$ cat config.mk
export PLATFORM = sky130hd
export DESIGN_NAME = wpts_nearest
export DESIGN_NICKNAME = d
export VERILOG_FILES = /design/src/hw/rtl/wpts_pkg.sv /design/src/hw/rtl/wpts_nearest.sv
export SDC_FILE = /design/constraint.sdc
export NUM_CORES = 1
export LEC_CHECK = 0
export BUFFER_PORTS_ARGS = -buffer_cell sky130_fd_sc_hd__buf_2
export CAP_MARGIN = 10
export CORE_AREA = 2 2 134 136
export CTS_CLUSTER_DIAMETER = 200
export DETAILED_ROUTE_END_ITERATION = 8
export DIE_AREA = 0 0 136 138
export GPL_TIMING_DRIVEN = 0
export PLACE_DENSITY = 0.9
export SLEW_MARGIN = 25
export SYNTH_ARGS = -nofsm -noshare
export SYNTH_HDL_FRONTEND = slang
export SYNTH_SLANG_ARGS = --single-unit
$ cat constraint.sdc
create_clock -name clk_i -period 8 [get_ports clk_i]
set_clock_uncertainty 0.05 [all_clocks]
set_input_delay 1.6 -clock clk_i [delete_from_list [all_inputs] [get_ports clk_i]]
set_output_delay 1.6 -clock clk_i [all_outputs]
set_load 0.05 [all_outputs]
$ cat src/hw/rtl/wpts_pkg.sv
// Package: sizes, action and status codes, word normalisation for the pair table.
package wpts_pkg;

  localparam int unsigned CAPACITY   = 1024;
  localparam int unsigned WORD_CHARS = 8;
  localparam int unsigned WORD_W     = 64;
  localparam int unsigned IDX_W      = $clog2(CAPACITY);
  localparam int unsigned CNT_W      = $clog2(CAPACITY + 1);

  localparam logic [1:0] ACT_INSERT = 2'd0;
  localparam logic [1:0] ACT_DELETE = 2'd1;
  localparam logic [1:0] ACT_LOOKUP = 2'd2;
  localparam logic [1:0] ACT_CHECK  = 2'd3;

  localparam logic [1:0] ST_OK        = 2'd0;
  localparam logic [1:0] ST_NOT_FOUND = 2'd1;
  localparam logic [1:0] ST_FULL      = 2'd2;

  // Control from the sequencer to the nearest-key tracker
  typedef struct packed {
    logic clear;
    logic update;
  } near_ctl_t;

  // Keep the leading characters up to the first zero byte, optionally upper-cased
  function automatic logic [WORD_W-1:0] norm_word(input logic [WORD_W-1:0] w,
                                                  input logic fold);
    logic [WORD_W-1:0] o;
    logic              ended;
    logic [7:0]        b;
    o     = '0;
    ended = 1'b0;
    for (int i = 0; i < 8; i++) begin
      b = w[WORD_W-1-8*i -: 8];
      if (i >= int'(WORD_CHARS) || b == 8'h00) ended = 1'b1;
      if (!ended) begin
        if (fold && b >= 8'h61 && b <= 8'h7a) b = b - 8'h20;
        o[WORD_W-1-8*i -: 8] = b;
      end
    end
    return o;
  endfunction

endpackage

$ cat src/hw/rtl/wpts_nearest.sv
// Shared key comparator with greatest-below / least-above tracking.
module wpts_nearest import wpts_pkg::*; (
  input  logic              clk_i,
  input  logic              rst_ni,
  input  near_ctl_t         ctl_i,
  input  logic [WORD_W-1:0] search_key_i,
  input  logic [WORD_W-1:0] stored_key_i,
  output logic              eq_o,
  output logic [WORD_W-1:0] nearest_o
);

  logic              have_below_q, have_below_d;
  logic              have_above_q, have_above_d;
  logic [WORD_W-1:0] below_q, below_d;
  logic [WORD_W-1:0] above_q, above_d;
  logic              lt;

  // Compare the stored key against the search key
  assign eq_o = (stored_key_i == search_key_i);
  assign lt   = (stored_key_i <  search_key_i);

  // Track the closest keys on either side
  always_comb begin
    have_below_d = have_below_q;
    have_above_d = have_above_q;
    below_d      = below_q;
    above_d      = above_q;
    if (ctl_i.clear) begin
      have_below_d = 1'b0;
      have_above_d = 1'b0;
    end else if (ctl_i.update && !eq_o) begin
      if (lt) begin
        if (!have_below_q || stored_key_i > below_q) begin
          below_d      = stored_key_i;
          have_below_d = 1'b1;
        end
      end else begin
        if (!have_above_q || stored_key_i < above_q) begin
          above_d      = stored_key_i;
          have_above_d = 1'b1;
        end
      end
    end
  end

  always_ff @(posedge clk_i or negedge rst_ni) begin
    if (!rst_ni) begin
      have_below_q <= 1'b0;
      have_above_q <= 1'b0;
    end else begin
      have_below_q <= have_below_d;
      have_above_q <= have_above_d;
    end
  end

  always_ff @(posedge clk_i) begin
    below_q <= below_d;
    above_q <= above_d;
  end

  // Prefer the key below, else the key above, else zero
  assign nearest_o = have_below_q ? below_q : (have_above_q ? above_q : '0);

endmodule

Word-level counts from Yosys, hierarchy flattened
Cells that the tools add are included.

storage, ports and cells
  input port bits = 132
  bits in registers = 130
  output and inout bits = 65
  logic and storage cells = 35

operators by class
  muxes and demuxes = 10
  magnitude comparators = 3
  bitwise operators = 2
  reductions and logical operators = 14
  eq/ne operators = 2

operator list
  kind                                          number
  less-than comparator 64 bit                   2
  two-way mux 64 bit                            2
  equality test 64 bit                          1
  > comparator 64 bit                           1
  two-way mux 1 bit                             8
  AND reduction 4 bit                           2
  nonzero test 2 bit                            4
  AND reduction 3 bit                           2
  logical NOT 1 bit                             3
  logical OR 1 bit                              2
  inequality test 2 bit, second input constant  1
  NOT 1 bit                                     2
  logical AND 1 bit                             1

Logic depth before layout (Yosys ltp)
Gate-level depths: netlist of run 1.

  word-level depth = 6
  mapped depth = 9
  gate-level depth less buffers = 9

Worst setup path after synthesis of run 1
Ideal clock, no wire load.

  path kind = input to register
  start = input port stored_key_i[63]
  end = register below_q[0], enable pin
  path slack = -0.635 ns
  stages = 8
  arrival time = 7.985 ns
  buffers on the path = 0
  library setup time = 0.600 ns
  data required time = 7.350 ns
  path through = ha_1 and3_1 nand4_1 or4_4 nor3_2 a22o_1 nor4_1 a311oi_1

on the way
  longest elaborated chain between the ends = 4

RTL lines
  what                                                         line                source
  start: declaration                                           wpts_nearest.sv:7   input logic [WORD_W-1:0] stored_key_i,
  branches (longest 3 deep; another with > comparator 64 bit)  -
  AND reduction 4 bit (no line) (*)                            -
  end signal: assignment                                       wpts_nearest.sv:57  below_q <= below_d;
  end: declaration                                             wpts_nearest.sv:14  logic [WORD_W-1:0] below_q, below_d;

Mark *: on every way between the ends.
A chain may end at the register's enable or synchronous reset.

Worst setup path in the final report of run 1
  start = input port stored_key_i[63]
  end = output port eq_o

on the way
  longest elaborated chain between the ends = 1

RTL lines
  what                  line                source
  equality test 64 bit  wpts_nearest.sv:19  assign eq_o = (stored_key_i == search_key_i);
  end: declaration      wpts_nearest.sv:8   output logic eq_o,

No other way between the ends.

==> results.sh, run 1 <==
export IMPL_synthTopCellsByArea="edfxtp_1, ha_1, inv_1"
export IMPL_yosys_area_top_type="edfxtp_1"
export IMPL_die_w_um=136
export IMPL_cts_setup_buffers=0
export IMPL_worstPathArrival_ns=3.65
export IMPL_syn_area_mm2=0.00938
export IMPL_post_dp_cell_area_mm2=0.0108
export IMPL_synth_edf_count=128
export IMPL_synth_distinct_cells=44
export IMPL_synth_avg_cell_area_um2=9.74
export IMPL_die_h_um=138
export IMPL_antenna_found_initial=0
export IMPL_dp_hpwl_um=19700
export IMPL_place_ws_ns=2.67
export IMPL_cts_resized=0
export IMPL_viasPerCell=5.64
export IMPL_max_freq_mhz=189
export IMPL_start_util=0.535
export IMPL_cts_root_buffer="clkbuf_16"
export IMPL_worstPathRequired_ns=6.35
export IMPL_postCtsHoldBufs=0
export IMPL_cap_violations=0
export IMPL_dr_pass1_iters=5
export IMPL_route_detailed_drc=0
export IMPL_antenna_cells=0
export IMPL_p_sw_mw=0.665
export IMPL_critPathLaunchType="primary input"
export IMPL_clock_latency_ns=0.42
export IMPL_yosys_area_top_type_share=0.410
export IMPL_synth_cells=963
export IMPL_tightest_slew_ns=0.897
export IMPL_nNetsFinal=1512
export IMPL_crit_slowest_cell="nor4_1"
export IMPL_leakagePower_nw=5.74
export IMPL_hold_ws_ns=0.619
export IMPL_h_tree_depth=4
export IMPL_cts_tree="yes"
export IMPL_die_area_mm2=0.0188
export IMPL_synth_nets=1286
export IMPL_rows=49
export IMPL_cts_buffers=17
export IMPL_p_total_mw=2.06
export IMPL_path_cells="buf_2 > ha_1 > nand4_1 > nor4_1 > and3_1 > nand4_1 > inv_1 > buf_2"
export IMPL_core_area_mm2=0.0175
export IMPL_grt_pass1_wl_um=39300
export IMPL_seq_area_frac_synth=0.415
export IMPL_slew_headroom=0.396
export IMPL_ant_nets=0
export IMPL_drt_initial_drc_count=527
export IMPL_ys_ff_latch=130
export IMPL_grt_max_degree=17
export IMPL_grt_usage=0.269
export IMPL_grt_pass1_vias=8088
export IMPL_dominantRegCellSynth="edfxtp_1"
export IMPL_drive_above_1_share=0.200
export IMPL_irDropWorstVdd_mv=0.143
export IMPL_power_share_combinational=0.247
export IMPL_grt_remaining_overflow=0
export IMPL_final_cell_area_mm2=0.0114
export IMPL_synthArstFlopShare=0.0154
export IMPL_io_buffers=196
export IMPL_post_route_period_util=0.663
export IMPL_critical_path_class="primary input to primary output"
export IMPL_setup_viol=0
export IMPL_path_clk_slew_ns=0.06
export IMPL_crit_path_end_kind="primary output"
export IMPL_p_int_mw=1.40
export IMPL_worst_hold_path_type="register to register"
export IMPL_p_clk_frac=0.369
export IMPL_wirelength_um=24800
export IMPL_fin_crit_ns=5.30
export IMPL_seq_power_share=0.384
export IMPL_vias=8065
export IMPL_gp_congestion=0.881
export IMPL_wl_per_cell_um=17.3
export IMPL_ios=197
export IMPL_fin_ws_ns=2.70
export IMPL_clock_sinks=130
export IMPL_clockBufferDepth=2
export IMPL_swShare=0.323
export IMPL_p_per_area_mw_per_mm2=181
export IMPL_slowest_delay_ns=0.55
export IMPL_rsz0062_at_grt="no"
export IMPL_area_growth_pct=21.4
export IMPL_ys_warn_count=0
export IMPL_outcome="complete, no violations"
export IMPL_critical_path_max_fanout=5
export IMPL_maxSlewViolCount=0
export IMPL_hold_viol=0
[cells by family (layout without fill, tap and decap cells)]
family	after synthesis	in the layout	share of synthesized area
compound gates	224	224	0.139
buf+inv	213	452	0.0852
simple gates	205	205	0.106
fa+ha+maj	191	191	0.255
flops	130	130	0.415
[registers in the layout (all words and copies together) (netlist names)]
name          flops
above_q          64
below_q          64
have_above_q      1
have_below_q      1
[cell type report]
type                            instances  area (um^2)
Inverter                              200          751
Tap cell                              229          287
Sequential cell                       130         3890
Timing Repair Buffer                  207         1120
Clock inverter                         13          138
Multi-Input combinational cell        620         4720
Fill cell                            1376         6140
Clock buffer                           19          433
Buffer                                 13         48.8
[final timing paths]
kind,start,cells after the start,endpoint,slack (ns)
min in group asynchronous,rst_ni,1,have_below_q,0.91
max in group asynchronous,rst_ni,1,have_above_q,6.90
setup / recovery,stored_key_i[63],8,eq_o,2.70
setup reg to reg,above_q[42],12,above_q[44],4.37
hold / removal,have_above_q,2,have_above_q,0.62
hold reg to reg,have_above_q,2,have_above_q,0.62
[critical path, delay by kind of cell]
family,cells,cell delay [ns]
adders and majority gates,1,0.30
buffers and inverters,3,0.54
and+or+nand+nor,4,1.21
[stage by stage]
step | setup TNS (ns) | instances | utilization
floorplan | 0 | 963 | -
global placement | -42.83 | 1388 | 0.608
detailed placement | 0 | 1399 | 0.617
CTS | 0 | 1431 | 0.650
global route | 0 | 1431 | 0.650
finish | 0 | 1431 | 0.650
[per-layer routing]
metal	global-route usage	vias to the layer above	wire (um)
li1	-	3903	-
met1	0.338	3781	10300
met2	0.449	300	12000
met3	0.0480	81	1420
met4	0.128	0	1040
met5	0	-	0
[power groups by stage]
stage | sequential (mW) | combinational, mW | clock (mW)
after floorplan | 0.807 | 0.326 | 0
after global placement | 0.810 | 0.475 | 0
after detailed placement | 0.806 | 0.503 | 0
after CTS | 0.792 | 0.509 | 0.765
after global routing | 0.794 | 0.556 | 0.799
final | 0.792 | 0.508 | 0.762
[placed cells by master (no fill, tap or decap), types with 17 or more instances in the layout]
cell type,Yosys,layout
a21o_1,24,24
a21oi_1,71,71
buf_2,0,196
clkbuf_16,0,17
edfxtp_1,128,128
ha_1,191,191
inv_1,199,199
nand2_1,100,100
nand3_1,23,23
nand4_1,36,36
o21ai_0,87,87
[synth_stat cells, types with 2 or more instances]
cell / n
a21boi_0: 2
and3_1: 5
a21o_1: 24
nor4_1: 7
clkbuf_1: 13
o21ai_1: 4
inv_1: 199
ha_1: 191
a2111o_1: 2
a221oi_1: 4
o21ai_0: 87
dfrtp_1: 2
nor2_1: 13
a2111oi_0: 3
edfxtp_1: 128
and4_1: 4
nor2b_1: 2
a211oi_1: 4
a221o_1: 2
o31ai_1: 3
nor3_1: 9
a41oi_1: 2
a22oi_1: 3
a22o_1: 2
a21oi_1: 71
o211ai_1: 2
nand4_1: 36
nand2_1: 100
nand3_1: 23
a31oi_1: 2
(Power assumes the default switching activity.)
==> run 2: changes to the inputs <==
- CORE_AREA: 2 2 134 136 -> 2 2 139 141
- DIE_AREA: 0 0 136 138 -> 0 0 141 143
- PLACE_DENSITY: 0.9 -> 0.88
- clock period: 8 -> 4.52 ns (I/O delays scaled with it)
==> run 2 against run 1 <==
Net effect: wire length increased by 2.6%; critical path type is now primary input to register; die area increased by 7.4%; combinational power increased by 78%; final cell count increased by 0.28%; clock power increased by 80%; clock-buffer cell count unchanged; global-route usage decreased by 1.3 points.
==> results.sh, run 2 (synthesized netlist as in run 1, its figures left out) <==
export IMPL_h_tree_depth=4
export IMPL_antenna_found_initial=2
export IMPL_leakagePower_nw=5.75
export IMPL_post_route_period_util=0.908
export IMPL_dp_hpwl_um=20000
export IMPL_critical_path_max_fanout=14
export IMPL_layout_area_seq_mm2=0.00389
export IMPL_clockBufferDepth=2
export IMPL_io_buffers=196
export IMPL_cap_violations=0
export IMPL_rows=50
export IMPL_critPathTopFamily="simple AND/OR/NAND/NOR gates"
export IMPL_worstPathRequired_ns=4.60
export IMPL_slowest_delay_ns=0.64
export IMPL_path_clk_slew_ns=0.05
export IMPL_mostFrequentLayoutCell="inv_1"
export IMPL_tightest_slew_ns=0.779
export IMPL_worstPathArrival_ns=4.19
export IMPL_core_area_mm2=0.0186
export IMPL_area_growth_pct=21.6
export IMPL_p_per_area_mw_per_mm2=322
export IMPL_critPathLaunchType="primary input"
export IMPL_grt_usage=0.256
export IMPL_crit_slowest_cell="nor3_4"
export IMPL_grt_remaining_overflow=0
export IMPL_seq_power_share=0.382
export IMPL_path_cells="buf_2 > ha_1 > nand4_1 > nor4_2 > nand2_1 > o22ai_1 > a41oi_1 > a21bo_1 > nor3_4 > buf_8 > buf_6 > buf_8"
export IMPL_maxSlewViolCount=0
export IMPL_cts_buffers=17
export IMPL_crit_path_end_kind="register"
export IMPL_crit_buf_inv=4
export IMPL_critical_path_class="primary input to register"
export IMPL_fin_crit_ns=4.11
export IMPL_grt_pass1_wl_um=40300
export IMPL_nNetsFinal=1511
export IMPL_vias=8017
export IMPL_max_freq_mhz=244
export IMPL_p_sw_mw=1.15
export IMPL_crit_path_frequent_cell="buf_8"
export IMPL_dr_pass1_iters=6
export IMPL_ant_nets=0
export IMPL_irDropWorstVdd_mv=0.278
export IMPL_grt_pass1_vias=8141
export IMPL_clock_sinks=130
export IMPL_start_util=0.505
export IMPL_cts_tree="yes"
export IMPL_wirelength_um=25400
export IMPL_die_h_um=143
export IMPL_final_cell_mix="inv_1, buf_2, ha_1"
export IMPL_fillers=1504
export IMPL_drt_initial_drc_count=482
export IMPL_reg_top3="above_q x64, below_q x64"
export IMPL_hold_viol=0
export IMPL_die_w_um=141
export IMPL_drive_above_1_share=0.200
export IMPL_hold_ws_ns=0.219
export IMPL_gp_congestion=0.862
export IMPL_cts_root_buffer="clkbuf_16"
export IMPL_ios=197
export IMPL_fin_ws_ns=0.414
export IMPL_grt_max_degree=17
export IMPL_clock_latency_ns=0.43
export IMPL_multi_input_area_mm2=0.00474
export IMPL_viasPerCell=5.59
export IMPL_p_int_mw=2.52
export IMPL_power_share_combinational=0.246
export IMPL_setup_viol=0
export IMPL_place_ws_ns=-0.327
export IMPL_die_area_mm2=0.0202
export IMPL_p_clk_frac=0.372
export IMPL_outcome="complete, no violations"
export IMPL_swShare=0.315
export IMPL_p_total_mw=3.67
export IMPL_route_detailed_drc=0
export IMPL_worst_hold_path_type="primary input to asynchronous set/reset pin"
export IMPL_rsz0062_at_grt="no"
export IMPL_slew_headroom=0.479
export IMPL_wl_per_cell_um=17.7
## run 2: cell count changes in the layout (fill, tap and decap cells not counted), moves of 2 or more
cell	change
buf_6	+2
buf_8	-3
clkinv_4	-3
diode_2	+2
## run 2: power groups by stage
stage                     registers (mW)  logic [mW]  clock network [mW]
after floorplan                     1.43       0.580                   0
after global placement              1.43       0.846                   0
after detailed placement            1.43       0.893                   0
after CTS                           1.40       0.904                1.37
after global routing                1.41       0.990                1.42
final                               1.40       0.904                1.37
## run 2: area by class of cell
cell class                 instances  share of cell area
multi-input combinational        620               0.416
sequential                       130               0.341
timing repair buffer             206              0.0965
inverter                         200              0.0658
clock buffer                      19              0.0379
tap                              234              0.0257
clock inverter                    11              0.0123
buffer                            13             0.00428
antenna                            2            0.000439
## run 2: timing repair
item	CTS	global route
hold buffers	0	0
buffers inserted	0	0
endpoints found under the setup margin	0	13
resized for setup	0	1
## run 2: worst paths after layout
path / from / to / slack [ns] / depth (start not counted)
max: stored_key_i[63] / above_q[32] / 0.41 / 12
min: rst_ni / have_above_q / 0.22 / 1
max reg2reg: above_q[43] / above_q[32] / 0.93 / 12
min reg2reg: have_above_q / have_above_q / 0.62 / 2
max in group asynchronous: rst_ni / have_below_q / 4.10 / 1
min in group clk_i: have_above_q / have_above_q / 0.62 / 2
## run 2: worst reg2reg max path: stages (launching register included)
cell	delay [ns]
edfxtp_1	0.39
inv_1	0.08
ha_1	0.23
and3_1	0.19
nand3_1	0.12
a21oi_1	0.06
a2111oi_0	0.47
o21a_1	0.22
o21ai_0	0.18
nor3_4	0.66
buf_8	0.25
buf_6	0.21
buf_8	0.19
## run 2: metal layers
layer  global-route usage  part of all wire
met2                0.432              0.48
met1                0.331              0.44
met4                0.101             0.029
met3               0.0426             0.052
met5                    0                 0
## run 2: metrics by stage
stage               std cells   util  setup TNS [ns]  area (um^2)
floorplan                 963      -           -8.61         9430
global placement         1393  0.576         -205.46        10700
detailed placement       1403  0.583           -6.16        10800
CTS                      1433  0.613               0        11400
global route             1435  0.614               0        11400
finish                   1435  0.614               0        11400
==> run 3: changes to the inputs <==
- CELL_PAD_IN_SITES_DETAIL_PLACEMENT: not set -> 1
- CELL_PAD_IN_SITES_GLOBAL_PLACEMENT: not set -> 2
- CORE_AREA: 2 2 139 141 -> 2 2 177 179
- DIE_AREA: 0 0 141 143 -> 0 0 179 181
==> run 3 against run 2 <==
Net effect: total power grew 3.5%; first-iteration DRC count shrank 39%; combinational power up 1%; core utilization down 23 points; wire length is 14% higher; design area grew 2.2%; non-clock buffer count increased by 1; sequential share of layout area fell by 0.75 points.
==> results.sh, run 3 (synthesized netlist as in run 1, its figures left out) <==
export IMPL_critPathTopFamily="compound AO/OA/AOI/OAI gates"
export IMPL_setup_tns_ns=0
export IMPL_vias=7831
export IMPL_area_growth_pct=24.3
export IMPL_ios=197
export IMPL_worstPathRequired_ns=4.58
export IMPL_crit_slowest_cell="a311oi_4"
export IMPL_critical_path_class="primary input to register"
export IMPL_fillers=3533
export IMPL_start_util=0.309
export IMPL_wl_per_cell_um=18.1
export IMPL_post_route_period_util=0.950
export IMPL_rrSetupSlack_ns=0.74
export IMPL_dp_hpwl_um=23900
export IMPL_maxSlewViolCount=0
export IMPL_grt_remaining_overflow=0
export IMPL_drt_initial_drc_count=293
export IMPL_viasPerCell=4.90
export IMPL_die_area_mm2=0.0324
export IMPL_io_buffers=196
export IMPL_antenna_cells=0
export IMPL_critical_path_max_fanout=11
export IMPL_postCtsHoldBufs=0
export IMPL_dr_pass1_iters=4
export IMPL_nNetsFinal=1512
export IMPL_crit_path_end_kind="register"
export IMPL_clockBufferDepth=2
export IMPL_path_clk_slew_ns=0.06
export IMPL_rows=64
export IMPL_grt_pass1_vias=8362
export IMPL_worst_hold_path_type="primary input to asynchronous set/reset pin"
export IMPL_drive_above_1_share=0.202
export IMPL_crit_start="stored_key_i[46]"
export IMPL_reg2reg_from="below_q[62]"
export IMPL_antenna_found_initial=2
export IMPL_p_total_mw=3.80
export IMPL_crit_path_frequent_cell="buf_6"
export IMPL_grt_pass1_wl_um=44800
export IMPL_ant_nets=0
export IMPL_placed_cells=1566
export IMPL_reg_top3="above_q x64, below_q x64"
export IMPL_die_w_um=179
export IMPL_hold_viol=0
export IMPL_final_cell_area_mm2=0.0117
export IMPL_max_freq_mhz=233
export IMPL_cts_resized=0
export IMPL_die_h_um=181
export IMPL_gp_congestion=0.788
export IMPL_fin_crit_ns=4.29
export IMPL_p_per_area_mw_per_mm2=326
export IMPL_worstPathArrival_ns=4.35
export IMPL_slowest_delay_ns=0.60
export IMPL_h_tree_depth=4
export IMPL_clock_latency_ns=0.42
export IMPL_setup_viol=0
export IMPL_outcome="complete, no violations"
export IMPL_crit_buf_inv=4
export IMPL_cts_tree="yes"
export IMPL_core_area_mm2=0.0303
export IMPL_cts_root_buffer="clkbuf_16"
export IMPL_tightest_slew_ns=0.817
export IMPL_slew_headroom=0.453
export IMPL_rsz0062_at_grt="no"
export IMPL_clock_sinks=130
export IMPL_route_detailed_drc=0
export IMPL_critPathLaunchType="primary input"
export IMPL_path_cells="buf_2 > ha_1 > nand4_1 > nor3_1 > a221oi_1 > a21boi_0 > nor4_1 > nand3_1 > a311oi_4 > buf_8 > buf_6 > buf_6"
export IMPL_cap_violations=0
export IMPL_irDropWorstVdd_mv=0.228
export IMPL_finalNonFillerCells=1597
export IMPL_post_dp_cell_area_mm2=0.0110
export IMPL_final_cell_mix="inv_1, buf_2, ha_1"
export IMPL_mostFrequentLayoutCell="inv_1"
export IMPL_grt_usage=0.181
export IMPL_wirelength_um=28900
export IMPL_cts_buffers=17
export IMPL_grt_max_degree=17
export IMPL_cts_setup_buffers=0
export IMPL_leakagePower_nw=5.77
-- run 3: cell count changes in the layout (fill, tap and decap cells not counted) --
cell       delta
buf_8         +1
bufinv_16     +1
clkbuf_1      -1
clkinv_2      -2
clkinv_4      +2
diode_2       -2
inv_6         +1
-- run 3: report_power, final --
part	switching (mW)	total, mW	leakage (nW)	internal (mW)
registers	0.0166	1.40	1.20	1.38
logic	0.640	0.917	4.29	0.277
clock network	0.558	1.48	0.290	0.922
total	1.22	3.80	5.77	2.58
-- run 3: per-layer routing --
layer / share of wire / up-vias / track usage
li1: - / 3889 / -
met1: 0.47 / 3768 / 0.234
met2: 0.49 / 150 / 0.315
met3: 0.032 / 22 / 0.0299
met4: 0.010 / 2 / 0.0367
met5: 0.00045 / - / 0
-- run 3: layout make-up --
| type | instances | area (um^2) | share of cell area |
|---|---|---|---|
| multi-input cells | 620 | 4740 | 0.407 |
| flip-flops and latches | 130 | 3890 | 0.334 |
| repair buffers | 207 | 1120 | 0.0957 |
| inverters | 200 | 751 | 0.0644 |
| well taps | 396 | 495 | 0.0425 |
| clock buffers | 18 | 429 | 0.0368 |
| clock inverters | 13 | 186 | 0.0160 |
| plain buffers | 13 | 48.8 | 0.00418 |
-- run 3: final timing paths --
check                          endpoint  depth (start not counted)
min                        have_below_q                          1
max                         below_q[47]                         12
min reg2reg                have_above_q                          2
max reg2reg                 below_q[47]                         12
min in group clk_i         have_above_q                          2
max in group asynchronous  have_above_q                          1
-- run 3: per-stage QoR --
stage	setup WS (ns)	hold WS, ns	util
CTS	0.0971	0.198	0.384
floorplan	-0.135	0.495	-
detailed placement	-0.317	0.627	0.364
global route	0.0408	0.199	0.384
global placement	-2.36	0.630	0.359
finish	0.226	0.221	0.384
